`config.mk`:
```
export PLATFORM = sky130hd
export DESIGN_NAME = array_linked_set_with_free_list_top
export DESIGN_NICKNAME = d
export VERILOG_FILES = /design/src/rtl/core/alls_pkg.sv /design/src/rtl/core/alls_slot_store.sv /design/src/rtl/core/array_linked_set_with_free_list_top.sv
export SDC_FILE = /design/constraint.sdc
export NUM_CORES = 1
export LEC_CHECK = 0
export ABC_AREA = 0
export BUFFER_PORTS_ARGS = -buffer_cell sky130_fd_sc_hd__buf_2
export CAP_MARGIN = 20
export CELL_PAD_IN_SITES_DETAIL_PLACEMENT = 1
export CELL_PAD_IN_SITES_GLOBAL_PLACEMENT = 1
export CORE_MARGIN = 1.5
export CORE_UTILIZATION = 49
export DETAILED_ROUTE_END_ITERATION = 8
export HOLD_SLACK_MARGIN = 0.1
export MAX_ROUTING_LAYER = met4
export PLACE_DENSITY_LB_ADDON = 0.1
export SETUP_SLACK_MARGIN = 0.4
export SLEW_MARGIN = 0
export SYNTH_ARGS = -nofsm -noshare
export SYNTH_HDL_FRONTEND = slang
export SYNTH_SLANG_ARGS = --single-unit
```
`constraint.sdc`:
```
create_clock -name aclk -period 3.7 [get_ports aclk]
set_input_delay 0.74 -clock aclk [delete_from_list [all_inputs] [get_ports aclk]]
set_output_delay 0.74 -clock aclk [all_outputs]
set_load 0.005 [all_outputs]
```
`src/rtl/core/alls_pkg.sv`:
```
// Package for the linked set block: codes, widths, state encoding.
package alls_pkg;

    // Default slot count of the store
    localparam int CAPACITY_DEF = 16;

    // Field widths
    localparam int CMD_W    = 2;
    localparam int VALUE_W  = 32;
    localparam int STATUS_W = 2;
    localparam int COUNT_W  = 5;

    // Packed stream widths, rounded up to whole bytes
    localparam int S_TDATA_W = ((CMD_W + VALUE_W + 7) / 8) * 8;
    localparam int M_TDATA_W = ((STATUS_W + COUNT_W + 7) / 8) * 8;

    // Operation codes
    typedef enum logic [CMD_W-1:0] {
        CMD_ADD    = 2'd0,
        CMD_REMOVE = 2'd1,
        CMD_SEARCH = 2'd2
    } cmd_t;

    // Result status codes
    typedef enum logic [STATUS_W-1:0] {
        STS_OK   = 2'd0,
        STS_MISS = 2'd1,
        STS_FULL = 2'd2
    } status_t;

    // Controller states
    typedef enum logic [3:0] {
        S_INIT,
        S_IDLE,
        S_WALK,
        S_CHECK,
        S_ADD_RD,
        S_ADD_WR,
        S_REM_PREV,
        S_REM_AT,
        S_RESP
    } state_t;

endpackage

```
`src/rtl/core/alls_slot_store.sv`:
```
// Slot store: value and link memories, one write and one registered read each.
module alls_slot_store #(
    parameter int CAPACITY = alls_pkg::CAPACITY_DEF,
    parameter int ADDR_W   = $clog2(CAPACITY),
    parameter int PTR_W    = $clog2(CAPACITY + 1)
) (
    input  logic                       aclk,
    input  logic                       val_we,
    input  logic                       link_we,
    input  logic [ADDR_W-1:0]          wr_addr,
    input  logic [alls_pkg::VALUE_W-1:0] val_wdata,
    input  logic [PTR_W-1:0]           link_wdata,
    input  logic [ADDR_W-1:0]          rd_addr,
    output logic [alls_pkg::VALUE_W-1:0] rd_val,
    output logic [PTR_W-1:0]           rd_link
);

    logic [alls_pkg::VALUE_W-1:0] val_mem [CAPACITY];
    logic [PTR_W-1:0]             link_mem [CAPACITY];

    // Value memory
    always_ff @(posedge aclk) begin
        if (val_we) begin
            val_mem[wr_addr] <= val_wdata;
        end
        rd_val <= val_mem[rd_addr];
    end

    // Link memory
    always_ff @(posedge aclk) begin
        if (link_we) begin
            link_mem[wr_addr] <= link_wdata;
        end
        rd_link <= link_mem[rd_addr];
    end

endmodule

```
`src/rtl/core/array_linked_set_with_free_list_top.sv`:
```
// Top level of the linked set: stream ports, walk controller, free list.
//
// Keeps a set of distinct 32-bit values in CAPACITY slots chained as a used
// list and a free list. Every transaction on the input stream (add, remove,
// search) gives exactly one result transaction carrying a status and the
// element count after the operation. Items are handled one at a time: the
// walk visits one used slot at a time, reading it from memory and then
// comparing it. An add also reads the free-list link. After reset the block
// builds the free list in the link memory, with s_tready low. A finished
// result waits in the output register while the next transaction is
// accepted.
module array_linked_set_with_free_list_top #(
    parameter int CAPACITY = alls_pkg::CAPACITY_DEF
) (
    input  logic                            aclk,
    input  logic                            aresetn,
    input  logic                            s_tvalid,
    output logic                            s_tready,
    input  logic [alls_pkg::S_TDATA_W-1:0]  s_tdata,  // [1:0] cmd, [33:2] elem_value
    output logic                            m_tvalid,
    input  logic                            m_tready,
    output logic [alls_pkg::M_TDATA_W-1:0]  m_tdata   // [1:0] status, [6:2] count
);

    localparam int ADDR_W = $clog2(CAPACITY);
    localparam int PTR_W  = $clog2(CAPACITY + 1);
    localparam logic [PTR_W-1:0] NIL = PTR_W'(CAPACITY);
    localparam logic [PTR_W-1:0] LAST_SLOT = PTR_W'(CAPACITY - 1);

    alls_pkg::state_t state_reg, state_next;

    logic [PTR_W-1:0]              cur_reg, cur_next;
    logic [PTR_W-1:0]              prev_reg, prev_next;
    logic [PTR_W-1:0]              after_reg, after_next;
    logic [PTR_W-1:0]              steps_reg, steps_next;
    logic [PTR_W-1:0]              head_reg, head_next;
    logic [PTR_W-1:0]              free_reg, free_next;
    logic [PTR_W-1:0]              count_reg, count_next;
    logic [PTR_W-1:0]              init_reg, init_next;
    logic [alls_pkg::CMD_W-1:0]    cmd_reg, cmd_next;
    logic [alls_pkg::VALUE_W-1:0]  val_reg, val_next;
    alls_pkg::status_t             status_reg, status_next;
    logic                          m_tvalid_reg, m_tvalid_next;
    logic [alls_pkg::M_TDATA_W-1:0] m_tdata_reg, m_tdata_next;

    // Store access
    logic                          val_we, link_we;
    logic [ADDR_W-1:0]             wr_addr, rd_addr;
    logic [alls_pkg::VALUE_W-1:0]  val_wdata, rd_val;
    logic [PTR_W-1:0]              link_wdata, rd_link;

    logic s_fire;

    alls_slot_store #(
        .CAPACITY (CAPACITY),
        .ADDR_W   (ADDR_W),
        .PTR_W    (PTR_W)
    ) u_store (
        .aclk       (aclk),
        .val_we     (val_we),
        .link_we    (link_we),
        .wr_addr    (wr_addr),
        .val_wdata  (val_wdata),
        .link_wdata (link_wdata),
        .rd_addr    (rd_addr),
        .rd_val     (rd_val),
        .rd_link    (rd_link)
    );

    assign s_tready = (state_reg == alls_pkg::S_IDLE);
    assign s_fire   = s_tvalid && s_tready;
    assign m_tvalid = m_tvalid_reg;
    assign m_tdata  = m_tdata_reg;

    // Control registers
    always_ff @(posedge aclk) begin
        if (!aresetn) begin
            state_reg    <= alls_pkg::S_INIT;
            init_reg     <= '0;
            head_reg     <= NIL;
            free_reg     <= '0;
            count_reg    <= '0;
            m_tvalid_reg <= 1'b0;
        end else begin
            state_reg    <= state_next;
            init_reg     <= init_next;
            head_reg     <= head_next;
            free_reg     <= free_next;
            count_reg    <= count_next;
            m_tvalid_reg <= m_tvalid_next;
        end
    end

    // Walk and payload registers
    always_ff @(posedge aclk) begin
        cur_reg     <= cur_next;
        prev_reg    <= prev_next;
        after_reg   <= after_next;
        steps_reg   <= steps_next;
        cmd_reg     <= cmd_next;
        val_reg     <= val_next;
        status_reg  <= status_next;
        m_tdata_reg <= m_tdata_next;
    end

    // Next state, store access and result
    always_comb begin
        state_next    = state_reg;
        init_next     = init_reg;
        cur_next      = cur_reg;
        prev_next     = prev_reg;
        after_next    = after_reg;
        steps_next    = steps_reg;
        head_next     = head_reg;
        free_next     = free_reg;
        count_next    = count_reg;
        cmd_next      = cmd_reg;
        val_next      = val_reg;
        status_next   = status_reg;
        m_tvalid_next = m_tvalid_reg;
        m_tdata_next  = m_tdata_reg;

        val_we     = 1'b0;
        link_we    = 1'b0;
        wr_addr    = cur_reg[ADDR_W-1:0];
        val_wdata  = val_reg;
        link_wdata = free_reg;
        rd_addr    = cur_reg[ADDR_W-1:0];

        // Result leaves the output register
        if (m_tvalid_reg && m_tready) begin
            m_tvalid_next = 1'b0;
        end

        unique case (state_reg)
            // Build the free list: slot i links to i+1, last to null
            alls_pkg::S_INIT: begin
                link_we    = 1'b1;
                wr_addr    = init_reg[ADDR_W-1:0];
                link_wdata = init_reg + PTR_W'(1);
                init_next  = init_reg + PTR_W'(1);
                if (init_reg == LAST_SLOT) begin
                    state_next = alls_pkg::S_IDLE;
                end
            end

            alls_pkg::S_IDLE: begin
                if (s_fire) begin
                    cmd_next   = s_tdata[alls_pkg::CMD_W-1:0];
                    val_next   = s_tdata[alls_pkg::CMD_W +: alls_pkg::VALUE_W];
                    cur_next   = head_reg;
                    prev_next  = NIL;
                    steps_next = '0;
                    if (s_tdata[alls_pkg::CMD_W-1:0] == alls_pkg::CMD_ADD ||
                        s_tdata[alls_pkg::CMD_W-1:0] == alls_pkg::CMD_REMOVE ||
                        s_tdata[alls_pkg::CMD_W-1:0] == alls_pkg::CMD_SEARCH) begin
                        state_next = alls_pkg::S_WALK;
                    end else begin
                        // Unused command: no state change
                        status_next = alls_pkg::STS_MISS;
                        state_next  = alls_pkg::S_RESP;
                    end
                end
            end

            // Issue the read of the current slot, or end the walk
            alls_pkg::S_WALK: begin
                rd_addr = cur_reg[ADDR_W-1:0];
                if (steps_reg == NIL || cur_reg >= NIL) begin
                    if (alls_pkg::cmd_t'(cmd_reg) == alls_pkg::CMD_ADD) begin
                        if (free_reg >= NIL) begin
                            status_next = alls_pkg::STS_FULL;
                            state_next  = alls_pkg::S_RESP;
                        end else begin
                            state_next = alls_pkg::S_ADD_RD;
                        end
                    end else begin
                        status_next = alls_pkg::STS_MISS;
                        state_next  = alls_pkg::S_RESP;
                    end
                end else begin
                    state_next = alls_pkg::S_CHECK;
                end
            end

            // Compare the slot just read
            alls_pkg::S_CHECK: begin
                if (rd_val == val_reg) begin
                    after_next = rd_link;
                    unique case (alls_pkg::cmd_t'(cmd_reg))
                        alls_pkg::CMD_REMOVE: state_next = alls_pkg::S_REM_PREV;
                        alls_pkg::CMD_SEARCH: begin
                            status_next = alls_pkg::STS_OK;
                            state_next  = alls_pkg::S_RESP;
                        end
                        default: begin
                            status_next = alls_pkg::STS_MISS;
                            state_next  = alls_pkg::S_RESP;
                        end
                    endcase
                end else begin
                    prev_next  = cur_reg;
                    cur_next   = rd_link;
                    steps_next = steps_reg + PTR_W'(1);
                    state_next = alls_pkg::S_WALK;
                end
            end

            // Read the link of the first free slot
            alls_pkg::S_ADD_RD: begin
                rd_addr    = free_reg[ADDR_W-1:0];
                state_next = alls_pkg::S_ADD_WR;
            end

            // Fill the taken slot and link it at the head
            alls_pkg::S_ADD_WR: begin
                val_we      = 1'b1;
                link_we     = 1'b1;
                wr_addr     = free_reg[ADDR_W-1:0];
                val_wdata   = val_reg;
                link_wdata  = head_reg;
                head_next   = free_reg;
                free_next   = rd_link;
                count_next  = count_reg + PTR_W'(1);
                status_next = alls_pkg::STS_OK;
                state_next  = alls_pkg::S_RESP;
            end

            // Unlink: predecessor (or head) skips the matched slot
            alls_pkg::S_REM_PREV: begin
                if (prev_reg < NIL) begin
                    link_we    = 1'b1;
                    wr_addr    = prev_reg[ADDR_W-1:0];
                    link_wdata = after_reg;
                end else begin
                    head_next = after_reg;
                end
                state_next = alls_pkg::S_REM_AT;
            end

            // Push the freed slot onto the free list
            alls_pkg::S_REM_AT: begin
                link_we    = 1'b1;
                wr_addr    = cur_reg[ADDR_W-1:0];
                link_wdata = free_reg;
                free_next  = cur_reg;
                if (count_reg != '0) begin
                    count_next = count_reg - PTR_W'(1);
                end
                status_next = alls_pkg::STS_OK;
                state_next  = alls_pkg::S_RESP;
            end

            // Hand the result to the output register once it is free
            alls_pkg::S_RESP: begin
                if (!m_tvalid_reg || m_tready) begin
                    m_tvalid_next = 1'b1;
                    m_tdata_next  = alls_pkg::M_TDATA_W'(
                        {alls_pkg::COUNT_W'(count_reg), status_reg});
                    state_next    = alls_pkg::S_IDLE;
                end
            end

            default: state_next = alls_pkg::S_IDLE;
        endcase
    end

endmodule
```
# Word-level counts from Yosys, hierarchy flattened
# Memories as Yosys holds them, arrays and structs flattened. A register that Yosys moved wholly into a read port is not among the register bits.
# Cells that the tools add are included.
# totals
ff_bits	88
latch_bits	0
ramBits	592
romBits	0
output_inout_bits	10
memories	2
# memory_table
memory	words	width	read_ports	rd_clocked_by_memory_dff	write_ports	line_no	source
u_store.val_mem	16	32	1	1	1	alls_slot_store.sv:18	logic [alls_pkg::VALUE_W-1:0] val_mem [CAPACITY];
u_store.link_mem	16	5	1	1	1	alls_slot_store.sv:19	logic [PTR_W-1:0] link_mem [CAPACITY];
# op_classes
n_addsub	4
n_mul	0
n_div	0
order_cmp	3
eq_ne	26
n_shift	0
muxes	47
n_bitwise	0
n_reduce_logical	25
# op_table
operator	n
5-bit one-hot mux with 2 select lines	6
5-bit two-way mux	9
4-bit two-way mux	11
32-bit equality test	1
4-bit one-hot mux with 8 select lines	1
2-bit inequality test, second input constant	9
4-bit by 3-bit equality test with 1-bit output, second input constant	4
5-bit by 1-bit adder with 5-bit output, second input constant	3
5-bit one-hot mux with 3 select lines	1
2-bit two-way mux	6
4-bit one-hot mux with 3 select lines	1
5-bit greater-or-equal comparator, second input constant	2
2-bit AND reduction	5
1-bit two-way mux	9
4-bit by 2-bit equality test with 1-bit output, second input constant	2
2-bit one-hot mux with 4 select lines	1
7-bit AND reduction	1
3-bit AND reduction	2
2-bit nonzero test	3
5-bit by 4-bit equality test with 1-bit output, second input constant	1
5-bit equality test, second input constant	1
5-bit < comparator, second input constant	1
5-bit nonzero test	1
5-bit by 1-bit subtractor with 5-bit output, second input constant	1
other kinds (16)	23

# Logic depth before layout (Yosys ltp)
# Gate-level depths: netlist of the first run.
# logic_depth
ltp_word	6
ltp_mapped	12
depth_no_buf	9

# By module
# Synthesis of the first run repeated with hierarchy kept, for this count alone.
# hier_totals
hier_cells	1358
hier_area_um2	27341.2
# by_module_without_submodules
module	n_inst	cells_each	area_per_inst_um2
alls_slot_store	1	988	23042.1
array_linked_set_with_free_list_top	1	370	4299.1

# Least setup slack after synthesis of the first run
# No wires, ideal clock.
# synth_path
path_type	reg2reg
from	reg prev_reg[4]
to	mem u_store.val_mem[11][0] (netlist name) (enable)
t_arrival_ps	3244
required_ps	3279
path_slack_ps	35
stages_incl_launch_ff	7
synth_period_minus_slack_ps	3665
path_cell_list	edfxtp_1 > nand3b_1 > nor3_1 > a222oi_1 > or2_2 > clkbuf_1 > nor2_1
# synth_via
elab_chain_len	3
# synth_rtl
item	line_no	source
start: declaration	array_linked_set_with_free_list_top.sv:33	logic [PTR_W-1:0] prev_reg, prev_next;
start signal: assignment	array_linked_set_with_free_list_top.sv:97	prev_reg <= prev_next;
5-bit < comparator	array_linked_set_with_free_list_top.sv:231	if (prev_reg < NIL) begin
4-bit two-way mux	array_linked_set_with_free_list_top.sv:231	
4-bit one-hot mux with 3 select lines	array_linked_set_with_free_list_top.sv:135	unique case (state_reg)
end: declaration	alls_slot_store.sv:18	
# Every way passes these cells.

# Final worst setup path of the first run
# layout_path
from	reg state_reg[1]
to	mem u_store.val_mem[5][21] (netlist name) (enable)
# layout_via
elab_chain_len	4
word_cells_on_any_way	7
classes_between	eq/ne (2); mux (4); reduce/logical (1)
# layout_rtl
item	line_no	source
start: declaration	array_linked_set_with_free_list_top.sv:30	alls_pkg::state_t state_reg, state_next;
start signal: assignment	array_linked_set_with_free_list_top.sv:78	state_reg <= alls_pkg::S_INIT;
start signal: assignment	array_linked_set_with_free_list_top.sv:85	state_reg <= state_next;
4-bit by 3-bit equality test with 1-bit output	array_linked_set_with_free_list_top.sv:135	
1-bit two-way mux	array_linked_set_with_free_list_top.sv:135	
1-bit two-way mux	alls_slot_store.sv:23	if (val_we) begin
1-bit two-way mux (implied by the code)	alls_slot_store.sv:24	val_mem[wr_addr] <= val_wdata;
# Several ways; a longest one is shown, not always the timed one.

==> summary.md, run 1 <==
| Metric | Value |
|---|---|
| Outcome | `finished clean` |
| Sw Ratio | `0.199` |
| Net count after synthesis | `1660` |
| Post-layout minimum cycle time | `3130 ps` |
| Synth Instances | `1608` |
| Postcts setup bufs | `0` |
| Maxcap violations | `0` |
| Setup TNS | `0 ps` |
| Syn_area_per_cell | `17.2 um^2` |
| Drt wl/cell | `26.8 um` |
| I/O pins | `54` |
| Longest Clk Path Bufs | `3` |
| Final Instance Count excl. Fillers | `2537` |
| Synth-to-layout area growth | `15.3%` |
| Worst-skew pair later-pin latency | `620 ps` |
| Layout cells sized above 1 | `0.152` |
| Synth unique cells | `64` |
| Clk pwr share | `0.444` |
| Crit Path Max Fanout | `32` |
| Logic gate share of total power | `0.008` |
| Reg-to-Reg End | `u_store.val_mem[5][21]$_DFFE_PP_` |
| Largest net degree at the start of global routing | `41` |
| Critical path class | `flip-flop to flip-flop` |
| DRC | `0` |
| Largest regs | `u_store.val_mem x512, u_store.link_mem x80` |
| Worst setup EP type | `flip-flop` |
| P_int | `12800 uW` |
| Post-DP HPWL | `38500 um` |
| CTS root buffer | `clkbuf_16` |
| Fin area | `31900 um^2` |
| Commonest non-fill, non-tap cell in the layout | `edfxtp_1` |
| Sequential share of power | `0.548` |
| Min-delay src | `s_tdata[12]` |
| Main flop type after synthesis | `edfxtp_1` |
| Placed cell area | `29500 um^2` |
| Fmax | `319 MHz` |
| Die ar. | `57900 um^2` |
| Critical Path Slowest Stage Cell | `a221o_1` |
| Asr flop ratio synth | `0` |
| Layout Nets | `1780` |
| Worst Path Required | `3980 ps` |
| Worst-path cell chain | `buf_4 -> o21ba_2 -> a221o_1 -> a2111oi_1 -> buf_4 -> nand2_1 -> nor2_4 -> buf_12` |
| Core area | `55400 um^2` |
| Startpoint types | `flip-flop` |
| Starting Density | `0.499` |
| Layout fillers | `4931` |
| Antenna viol nets, final | `0` |
| Fin. max-slew vios | `0` |
| Final hold vios | `0` |
| Count of state elements after synthesis | `717` |
| Clock-pin slew on the worst setup and hold paths | `60 ps` |
| Setup slack, reg-to-reg | `570 ps` |
| Hold Path Class | `input pin to flip-flop` |
| N_diodes | `0` |
| CP dominant cell by count | `buf_4` |
| Worst-Margin Slew | `719 ps` |
| Post-synth EDFFs | `655` |
| Most flops, register | `u_store.val_mem` |
| CTS H-Tree Depth | `3` |
| TritonCTS Buffers | `75` |
| Worst reg2reg path startpoint | `state_reg[1]$_SDFFE_PN0P_` |
| Port bufs | `46` |
| Crit share post-route | `0.847` |
| Most frequent cells in the layout | `655 x edfxtp_1, 313 x mux2i_1, 148 x o22ai_1` |
| Placed cells | `2398` |
| Largest register FFs | `512` |
| Vias in the first global route | `15500` |
| Crit-path max cell delay | `510 ps` |
| Die height | `241 um` |
| YS warnings | `0` |
| Global placement routability congestion | `0.828` |
| Leakage | `0.0112 uW` |
| Die width | `241 um` |
| Post-Syn Area | `27700 um^2` |
| Vias per cell | `5.81` |
| Sink Count | `717` |
| Clk_skew | `25.8 ps` |
| CTS tree | `built` |
| Hold path cells | `1` |
| Via count | `14700` |
| All-Layer GR Usage | `0.248` |
| Slew headroom | `0.519` |
| DR iter-0 viols | `1079` |
| Sequential-to-total area share from yosys stat | `0.756` |
| Drt first pass iters | `5` |
| Total grt overflow | `0` |
| Peak supply drop | `0.458 mV` |
| Reg2reg path depth | `8` |
| P_sw | `3190 uW` |
| Power per cell area | `502 nW/um^2` |
| First-pass GRT wire length | `101000 um` |
| Initial antenna violation count | `1` |
| Data arrival time of the worst path | `3410 ps` |
| Final WL | `68000 um` |
| Largest delay share family, worst path | `compound AO/OA/AOI/OAI gates` |
| RSZ-0062 raised after global routing | `false` |
| Finish-stage setup viols | `0` |
| Hold Path Sink | `val_reg[10]$_DFFE_PP_` |
| Crit path buf inv count | `3` |
| Row count | `86` |
==> area by class of cell <==
type                    instances  area, um^2  area share
multi-input cells             802        6430       0.202
clock inverters                35         236     0.00741
repair buffers                125        1280      0.0402
well taps                     748         936      0.0293
clock buffers                 103        2070      0.0650
inverters                       7        26.3    0.000824
flip-flops and latches        717       20900       0.656
==> synth_stat cells, types with 5 or more instances <==
library cell / instances / share of area
edfxtp_1: 655 / 0.71
mux2i_1: 314 / 0.11
o22ai_1: 148 / 0.033
dfxtp_1: 62 / 0.045
nor2_1: 61 / 0.0083
nand2_1: 38 / 0.0052
buf_2: 37 / 0.0067
or4_1: 37 / 0.010
xnor2_1: 37 / 0.012
clkbuf_1: 27 / 0.0037
buf_4: 14 / 0.0038
nand2b_1: 14 / 0.0032
a211oi_1: 11 / 0.0030
and3_1: 10 / 0.0023
nand3_1: 10 / 0.0018
o21ai_0: 10 / 0.0018
nand4_1: 9 / 0.0020
a21oi_1: 8 / 0.0014
ha_1: 7 / 0.0032
inv_1: 7 / 0.00095
nor2b_1: 6 / 0.0014
nor3_1: 6 / 0.0011
a221o_1: 5 / 0.0018
nand2_2: 5 / 0.0011
xor2_1: 5 / 0.0016
==> kinds of logic (layout without fill, tap and decap cells) <==
logic type	count (synthesis)	count (layout)	share of synthesized area
flops	717	717	0.756
other cells	1	1	0.000136
buf+inv	89	270	0.0165
mux	315	315	0.114
xor+xnor	42	42	0.0133
fa+ha+maj	8	8	0.00389
simple gates	223	223	0.0442
compound gates	213	213	0.0517
==> power groups by stage <==
stage | Sequential [uW] | Clock, uW | Combinational [uW]
after floorplan | 8940 | 0 | 60.2
after detailed placement | 8950 | 0 | 131
after CTS | 8780 | 7240 | 131
after global placement | 8950 | 0 | 128
final | 8780 | 7110 | 129
after global routing | 8770 | 7500 | 141
==> stage by stage <==
step,utilization,hold slack (ps),power (uW),setup WS [ps]
after floorplan,-,400,9000,35.3
after CTS,0.576,262,16100,426
after global routing,0.576,269,16400,471
final,0.576,296,16000,565
after detailed placement,0.533,422,9080,321
after global placement,0.533,409,9070,402
==> routing by layer <==
metal | vias up | GRT usage | part of all wire
met5 | - | - | 0
met4 | 0 | 0.0757 | 0.028
met3 | 121 | 0.0371 | 0.037
met2 | 287 | 0.405 | 0.50
met1 | 7698 | 0.322 | 0.44
li1 | 6642 | - | -
==> worst register-to-register path: stages (launching register included) <==
cell	delay (ps)
dfxtp_2	410
buf_4	220
o21ba_2	220
a221o_1	510
a2111oi_1	500
buf_4	190
nand2_1	260
nor2_4	220
buf_12	280
==> how the worst max path moves through the flow <==
stage / slack (ps) / to / startpoint / cells past startpoint
after floorplan: 40 / u_store.val_mem[11][0]$_DFFE_PP_ / prev_reg[4]$_SDFFCE_PN1P_ / 6
after global placement: 400 / u_store.val_mem[1][15]$_DFFE_PP_ / state_reg[1]$_SDFFE_PN0P_ / 8
after detailed placement: 320 / u_store.rd_link[1]$_DFF_P_ / state_reg[1]$_SDFFE_PN0P_ / 6
after CTS: 430 / u_store.val_mem[6][30]$_DFFE_PP_ / state_reg[1]$_SDFFE_PN0P_ / 8
after global routing: 470 / u_store.val_mem[4][21]$_DFFE_PP_ / state_reg[1]$_SDFFE_PN0P_ / 8
final: 570 / u_store.val_mem[5][21]$_DFFE_PP_ / state_reg[1]$_SDFFE_PN0P_ / 8
==> what timing repair did <==
item	4_1_cts	5_1_grt
gates resized for setup	4	1
hold buffers	0	0
cloned	1	0
endpoints found under the setup margin	70	412
Note: power is estimated with default switching activity, not from simulation.
==> inputs of run 2 (changes only) <==
--- a/config.mk
+++ b/config.mk
@@ -5,13 +5,13 @@
 export SDC_FILE = /design/constraint.sdc
 export NUM_CORES = 1
 export LEC_CHECK = 0
-export ABC_AREA = 0
+export ABC_AREA = 1
 export BUFFER_PORTS_ARGS = -buffer_cell sky130_fd_sc_hd__buf_2
 export CAP_MARGIN = 20
 export CELL_PAD_IN_SITES_DETAIL_PLACEMENT = 1
 export CELL_PAD_IN_SITES_GLOBAL_PLACEMENT = 1
 export CORE_MARGIN = 1.5
-export CORE_UTILIZATION = 49
+export CORE_UTILIZATION = 52
 export DETAILED_ROUTE_END_ITERATION = 8
 export HOLD_SLACK_MARGIN = 0.1
 export MAX_ROUTING_LAYER = met4
==> constraint.sdc (replaced) <==
create_clock -name aclk -period 3.3 [get_ports aclk]
set_input_delay 0.66 -clock aclk [delete_from_list [all_inputs] [get_ports aclk]]
set_output_delay 0.66 -clock aclk [all_outputs]
set_load 0.005 [all_outputs]
==> run 2 against run 1 <==
Effect of this change:
- register-to-register slack got worse by 30 ps
- sequential cell count did not move
- synthesized cell count up 41%
- cell area grew 3.8%
- maximum frequency rose by 13%
- setup slack got worse by 30 ps
- critical path type unchanged
- largest cell class unchanged
==> summary.md, run 2 <==
| Metric | Value |
|---|---|
| Hold path cells | `1 (unchanged)` |
| Die height | `239 um (-0.65%)` |
| Starting Density | `0.526 (+0.0266)` |
| Slew headroom | `0.391 (-0.128)` |
| Drt wl/cell | `23.8 um (-11%)` |
| Largest regs | `u_store.val_mem x512, u_store.link_mem x80` |
| Setup crit start | `state_reg[0]$_SDFFE_PN0P_` |
| Leakage | `0.0115 uW (+2.7%)` |
| Post-synth EDFFs | `655 (unchanged)` |
| Critical path class | `flip-flop to flip-flop` |
| TritonCTS Buffers | `76 (+1.3%)` |
| Setup TNS | `0 ps (unchanged)` |
| Most flops, register | `u_store.val_mem` |
| Hold Path Class | `input pin to flip-flop` |
| CTS tree | `built` |
| Syn_area_per_cell | `12.8 um^2 (-26%)` |
| Main flop type after synthesis | `edfxtp_1` |
| Hold Path Sink | `val_reg[27]$_DFFE_PP_` |
| Crit share post-route | `0.838 (-0.00957)` |
| Antenna viol nets, final | `0 (unchanged)` |
| Vias per cell | `5.79 (-0.41%)` |
| Synth Instances | `2268 (+41%)` |
| Power per cell area | `552 nW/um^2 (+9.9%)` |
| Fmax | `362 MHz (+13%)` |
| Share of the synthesized area in the top cell type | `0.679 (-0.0321)` |
| Utilization after layout | `0.601 (+0.0252)` |
| Commonest non-fill, non-tap cell in the layout | `edfxtp_1` |
| CTS root buffer | `clkbuf_16` |
| Synth-to-layout area growth | `14.3%` |
| Outcome | `finished clean` |
| Longest Clk Path Bufs | `3 (unchanged)` |
| Count of state elements after synthesis | `717 (unchanged)` |
| Startpoint types | `flip-flop` |
| Post-Syn Area | `29000 um^2 (+4.7%)` |
| Yosys top cell by area | `edfxtp_1` |
| Drt first pass iters | `5 (unchanged)` |
| Port bufs | `46 (unchanged)` |
| Most frequent cell after synthesis | `edfxtp_1` |
| Largest net degree at the start of global routing | `149 (+260%)` |
| Post-DP HPWL | `41900 um (+9.0%)` |
| I/O pins | `54 (unchanged)` |
| Largest register FFs | `512 (unchanged)` |
| Worst reg2reg path startpoint | `state_reg[0]$_SDFFE_PN0P_` |
| Final setup margin | `536 ps (-29.6 ps)` |
| Most frequent cells in the layout | `655 x edfxtp_1, 277 x nand2_1, 267 x o211ai_1` |
| Sequential-to-total area share from yosys stat | `0.722 (-0.0341)` |
| Hold slack | `226 ps (-70.1 ps)` |
| Reg-to-Reg End | `count_reg[4]$_SDFFE_PN0P_` |
| All-Layer GR Usage | `0.277 (+0.0286)` |
| Sink Count | `717 (unchanged)` |
| Min-delay src | `s_tdata[29]` |
| Synth unique cells | `43 (-33%)` |
| Net count after synthesis | `2320 (+40%)` |
| CTS H-Tree Depth | `3 (unchanged)` |
| RSZ-0062 raised after global routing | `false` |
| Die width | `239 um (-0.65%)` |
| Final hold vios | `0 (unchanged)` |
| Final WL | `75000 um (+10%)` |
| Finish-stage setup viols | `0 (unchanged)` |
| Peak supply drop | `0.447 mV (-2.3%)` |
| Data arrival time of the worst path | `3290 ps (-120 ps)` |
| Fin. max-slew vios | `0 (unchanged)` |
| Reg2reg path depth | `12 (+4)` |
| Clk_skew | `18.8 ps (-7.05 ps)` |
| Total chip power | `18300 uW (+14%)` |
| Vias in the first global route | `19600 (+26%)` |
| Total grt overflow | `0 (unchanged)` |
| DR iter-0 viols | `1390 (+29%)` |
| Initial antenna violation count | `0 (-1)` |
| Worst-Margin Slew | `907 ps (+188 ps)` |
| Setup slack, reg-to-reg | `540 ps (-30 ps)` |
| Post-Place Setup Slack | `463 ps (+142 ps)` |
| Worst setup EP type | `flip-flop` |
| DRC | `0 (unchanged)` |
| Layout Nets | `2398 (+35%)` |
| Post-layout minimum cycle time | `2760 ps (-370 ps)` |
| YS warnings | `0 (unchanged)` |
| Asr flop ratio synth | `0 (unchanged)` |
| Worst Path Required | `3830 ps (-150 ps)` |
| Core area | `55100 um^2 (-0.58%)` |
| Worst-skew pair later-pin latency | `610 ps (about the same)` |
| Post-CTS Hold Buffers | `0 (unchanged)` |
| Row count | `86 (unchanged)` |
| Via count | `18200 (+24%)` |
| Synth area leaders | `edfxtp_1 68%, o211ai_1 6.9%, dfxtp_1 4.3%, nand2_1 3.6%, nand3_1 3.1%` |
| N_diodes | `0 (unchanged)` |
| Crit Path Max Fanout | `7 (-78%)` |
| First-pass GRT wire length | `114000 um (+14%)` |
| Top cells by count, synth | `655 x edfxtp_1, 278 x nand2_1, 267 x o211ai_1` |
| Global placement routability congestion | `0.841 (+1.6%)` |
| Clock-pin slew on the worst setup and hold paths | `60 ps (about the same)` |
| Maxcap violations | `0 (unchanged)` |
| Layout cells sized above 1 | `0.119 (-0.0330)` |
| Die ar. | `57100 um^2 (-1.3%)` |
==> run 2: repair_timing <==
| item | CTS | global route |
|---|---|---|
| endpoints found under the setup margin | 0 | 118 |
| hold endpoints to repair | 0 | 0 |
| resized for setup | 0 | 3 |
| buffers inserted | 0 | 5 |
==> run 2: cell type report <==
type / instances / area (um^2)
clock inverters: 27 / 259
inverters: 202 / 767
well taps: 748 / 936
clock buffers: 107 / 2130
repair buffers: 131 / 1220
flip-flops and latches: 717 / 20900
multi-input cells: 1218 / 6880
fillers: 5386 / 22000
==> run 2: routing by layer <==
metal	part of all wire	wire (um)	vias to the layer above	GRT usage
met1	0.43	32600	9345	0.353
met4	0.030	2230	0	0.0896
met5	0	0	-	-
li1	-	-	8327	-
met3	0.038	2880	140	0.0363
met2	0.50	37300	425	0.460
==> run 2: report_power, final <==
group	internal, uW	leakage, uW	switching (uW)	total (uW)
logic	48.5	0.00395	102	151
clock network	4880	0.00117	3400	8280
registers	9830	0.00640	9.68	9840
==> run 2: worst max-delay path: stages, from the launching register on <==
cell and delay, ps:
dfxtp_1 520, inv_1 160, nor2_4 140, buf_4 180
inv_1 110, nor2_1 140, inv_1 170, fa_1 430
o21ai_0 310, a21oi_1 120, o21ai_0 160, o21ai_0 120
a21oi_1 120
==> run 2: cells by family after synthesis <==
logic type                 synth area share
and+or+nand+nor                       0.118
adders and majority gates           0.00372
AOI/OAI and AO/OA                     0.101
other                              0.000129
DFF                                   0.722
xor gates and xnor gates            0.00817
buffers and inverters                0.0471
==> run 2: worst max-delay path by stage <==
stage | cells after the start | to | slack [ps]
floorplan | 10 | u_store.val_mem[15][0]$_DFFE_PP_ | 230
global route | 11 | u_store.link_mem[12][1]$_DFFE_PP_ | 420
global placement | 12 | u_store.val_mem[1][1]$_DFFE_PP_ | 580
CTS | 12 | u_store.val_mem[1][7]$_DFFE_PP_ | 430
finish | 12 | count_reg[4]$_SDFFE_PN0P_ | 540
detailed placement | 12 | u_store.val_mem[1][5]$_DFFE_PP_ | 460
==> run 2: metrics by stage <==
step / cells / area, um^2
after global routing: 3150 / 33100
after detailed placement: 3011 / 30700
after CTS: 3145 / 33000
after global placement: 3011 / 30700
after floorplan: 2268 / 29000
final: 3150 / 33100
==> inputs of run 3 (changes only) <==
--- a/config.mk
+++ b/config.mk
@@ -5,13 +5,13 @@
 export SDC_FILE = /design/constraint.sdc
 export NUM_CORES = 1
 export LEC_CHECK = 0
-export ABC_AREA = 1
+export ABC_AREA = 0
 export BUFFER_PORTS_ARGS = -buffer_cell sky130_fd_sc_hd__buf_2
 export CAP_MARGIN = 20
 export CELL_PAD_IN_SITES_DETAIL_PLACEMENT = 1
 export CELL_PAD_IN_SITES_GLOBAL_PLACEMENT = 1
 export CORE_MARGIN = 1.5
-export CORE_UTILIZATION = 52
+export CORE_UTILIZATION = 49
 export DETAILED_ROUTE_END_ITERATION = 8
 export HOLD_SLACK_MARGIN = 0.1
 export MAX_ROUTING_LAYER = met4
==> constraint.sdc (replaced) <==
create_clock -name aclk -period 2.35 [get_ports aclk]
set_input_delay 0.47 -clock aclk [delete_from_list [all_inputs] [get_ports aclk]]
set_output_delay 0.47 -clock aclk [all_outputs]
set_load 0.005 [all_outputs]
==> run 3 against run 2 <==
Effect of this change:
- maximum frequency decreased by 5.5%
- register-to-register slack got worse by 1100 ps
- the run now ends with negative setup slack left
- non-clock buffer count increased by 340
- sequential cell count unchanged
- largest power group unchanged
- highest routed layer unchanged
- critical path type unchanged
==> summary.md, run 3 (same netlist as run 1, synthesis figures left out) <==
| Metric | Value |
|---|---|
| Setup slack, reg-to-reg | `-570 ps (-1110 ps)` |
| Violated checks | `negative setup slack` |
| Die ar. | `57900 um^2 (+1.3%)` |
| Core area | `55400 um^2 (+0.59%)` |
| Grt met2 use | `0.468 (+0.00781)` |
| Largest regs | `u_store.val_mem x512, u_store.link_mem x80` |
| Busiest grt layer | `met2` |
| Leakage | `0.0138 uW (+20%)` |
| Total grt overflow | `0 (unchanged)` |
| Drt first pass iters | `5 (unchanged)` |
| Final setup margin | `-574 ps (-1110 ps)` |
| Sink Count | `717 (unchanged)` |
| Worst Path Required | `2850 ps (-980 ps)` |
| Most frequent cells in the layout | `655 x edfxtp_1, 263 x mux2i_1, 165 x buf_4` |
| Clock-pin slew on the worst setup and hold paths | `60 ps (about the same)` |
| Power per cell area | `696 nW/um^2 (+26%)` |
| Peak supply drop | `0.659 mV (+47%)` |
| Largest register FFs | `512 (unchanged)` |
| Antenna viol nets, final | `0 (unchanged)` |
| Finish-stage setup viols | `664 (+664)` |
| Maxcap violations | `0 (unchanged)` |
| Fmax | `342 MHz (-5.5%)` |
| Worst setup EP type | `flip-flop` |
| Final hold vios | `0 (unchanged)` |
| Via count | `18100 (-0.69%)` |
| Worst-skew pair later-pin latency | `660 ps (+50 ps)` |
| DRC | `0 (unchanged)` |
| TritonCTS Buffers | `74 (-2.6%)` |
| RSZ-0062 raised after global routing | `true` |
| Post-DP HPWL | `44700 um (+6.5%)` |
| Drt wl/cell | `34.3 um (+44%)` |
| Outcome | `complete, but fails checks` |
| CTS H-Tree Depth | `3 (unchanged)` |
| Worst-Margin Slew | `659 ps (-248 ps)` |
| Fin. max-slew vios | `0 (unchanged)` |
| Data arrival time of the worst path | `3420 ps (+130 ps)` |
| Layout cells sized above 1 | `0.318 (+0.199)` |
| CTS root buffer | `clkbuf_16` |
| Utilization after layout | `0.682 (+0.0808)` |
| Largest net degree at the start of global routing | `28 (-81%)` |
| Global placement routability congestion | `0.814 (-3.2%)` |
| Row count | `86 (unchanged)` |
| Clk_skew | `41.6 ps (+22.8 ps)` |
| Die height | `241 um (+0.66%)` |
| Final WL | `98800 um (+32%)` |
| Crit-path max cell delay | `540 ps (+20 ps)` |
| Crit Path Max Fanout | `8 (+1)` |
| Vias per cell | `6.28 (+8.5%)` |
| Startpoint types | `flip-flop` |
| Post-layout minimum cycle time | `2920 ps (+160 ps)` |
| Synth-to-layout area growth | `36.6%` |
| Layout Nets | `2126 (-11%)` |
| Total chip power | `26300 uW (+44%)` |
| Hold Path Class | `input pin to flip-flop` |
| Most flops, register | `u_store.val_mem` |
| Critical path class | `flip-flop to flip-flop` |
| Critical Path Slowest Stage Cell | `or4_1` |
| Vias in the first global route | `17300 (-12%)` |
| CP dominant cell by count | `buf_12` |
| Die width | `241 um (+0.66%)` |
| Initial antenna violation count | `1 (+1)` |
| Placed cells | `2550 (-15%)` |
| Commonest non-fill, non-tap cell in the layout | `edfxtp_1` |
| Longest Clk Path Bufs | `3 (unchanged)` |
| GR Util met3 | `0.0503 (+0.0141)` |
| Port bufs | `46 (unchanged)` |
| Slew headroom | `0.558 (+0.167)` |
| Met1 Use GR | `0.349 (-0.00411)` |
| Layout fillers | `4568 (-15%)` |
| Starting Density | `0.499 (-0.0266)` |
| Worst-path cell chain | `or4b_4 -> mux2i_4 -> buf_12 -> buf_12 -> clkbuf_16 -> buf_16 -> mux2i_1 -> o22ai_2 -> or4_1` |
| Post-Place Setup Slack | `-463 ps (-926 ps)` |
| Final Instance Count excl. Fillers | `2884 (-8.4%)` |
| DR iter-0 viols | `1956 (+41%)` |
| CTS tree | `built` |
| All-Layer GR Usage | `0.283 (+0.00628)` |
| Crit share post-route | `1.24 (+0.407)` |
| I/O pins | `54 (unchanged)` |
| First-pass GRT wire length | `113000 um (-1.4%)` |
==> run 3: cell count changes in the layout (fill, tap and decap cells not counted), sizes merged, moves of 127 or more <==
cell    before  now
mux2i        0  314
o211ai     267    0
buf        131  388
nand2      286   44
inv        202    8
nand3      180   10
o22ai        5  148
o21ai      139   12
==> run 3: metrics by stage <==
step / hold slack, ps / instance area [um^2] / TNS (ps)
after CTS: 165 / 35000 / -143140
after global routing: 185 / 37800 / -285630
after floorplan: 400 / 27800 / -210470
after detailed placement: 425 / 31000 / -212140
after global placement: 407 / 31000 / -202300
final: 176 / 37800 / -256720
==> run 3: path summary, 6_finish.rpt <==
| kind | end | startpoint | cells past startpoint |
|---|---|---|---|
| worst min register to register | m_tdata[1]$_DFFE_PP_ | status_reg[1]$_DFFE_PP_ | 0 |
| worst min-delay path | m_tvalid$_SDFF_PN0_ | m_tready | 3 |
| worst max register to register | u_store.rd_val[20]$_DFF_P_ | state_reg[1]$_SDFFE_PN0P_ | 9 |
| worst max-delay path | u_store.rd_val[20]$_DFF_P_ | state_reg[1]$_SDFFE_PN0P_ | 9 |
==> run 3: layout make-up <==
class	count	area [um^2]	share of cell area
diodes	1	2.50	0.0000663
inverters	7	26.3	0.000696
clock inverters	38	404	0.0107
repair buffers	471	6260	0.166
well taps	748	936	0.0248
multi-input cells	803	7200	0.191
clock buffers	99	2030	0.0537
flip-flops and latches	717	20900	0.554
==> run 3: worst max-delay path, delay by kind of cell (launching register included) <==
kind,cells,cell delay [ps]
compound gates,1,130
mux,2,570
buf+inv,4,640
simple gates,2,1060
flops,1,370
==> run 3: where the power goes <==
group | internal (uW) | switching, uW
logic | 186 | 211
registers | 13800 | 18.0
clock network | 6880 | 5200
==> run 3: per-layer routing <==
layer | share of wire | vias up
met5 | 0 | -
met4 | 0.048 | 0
met3 | 0.077 | 257
met2 | 0.50 | 1016
met1 | 0.38 | 9451
li1 | - | 7388
==> run 3: timing repair <==
item / CTS / global route
pin swaps: 24 / 60
buffers inserted: 34 / 51
hold endpoints to repair: 35 / 0
hold buffers: 35 / 0
gates resized for setup: 102 / 181
endpoints found under the setup margin: 745 / 753
gates cloned: 17 / 59
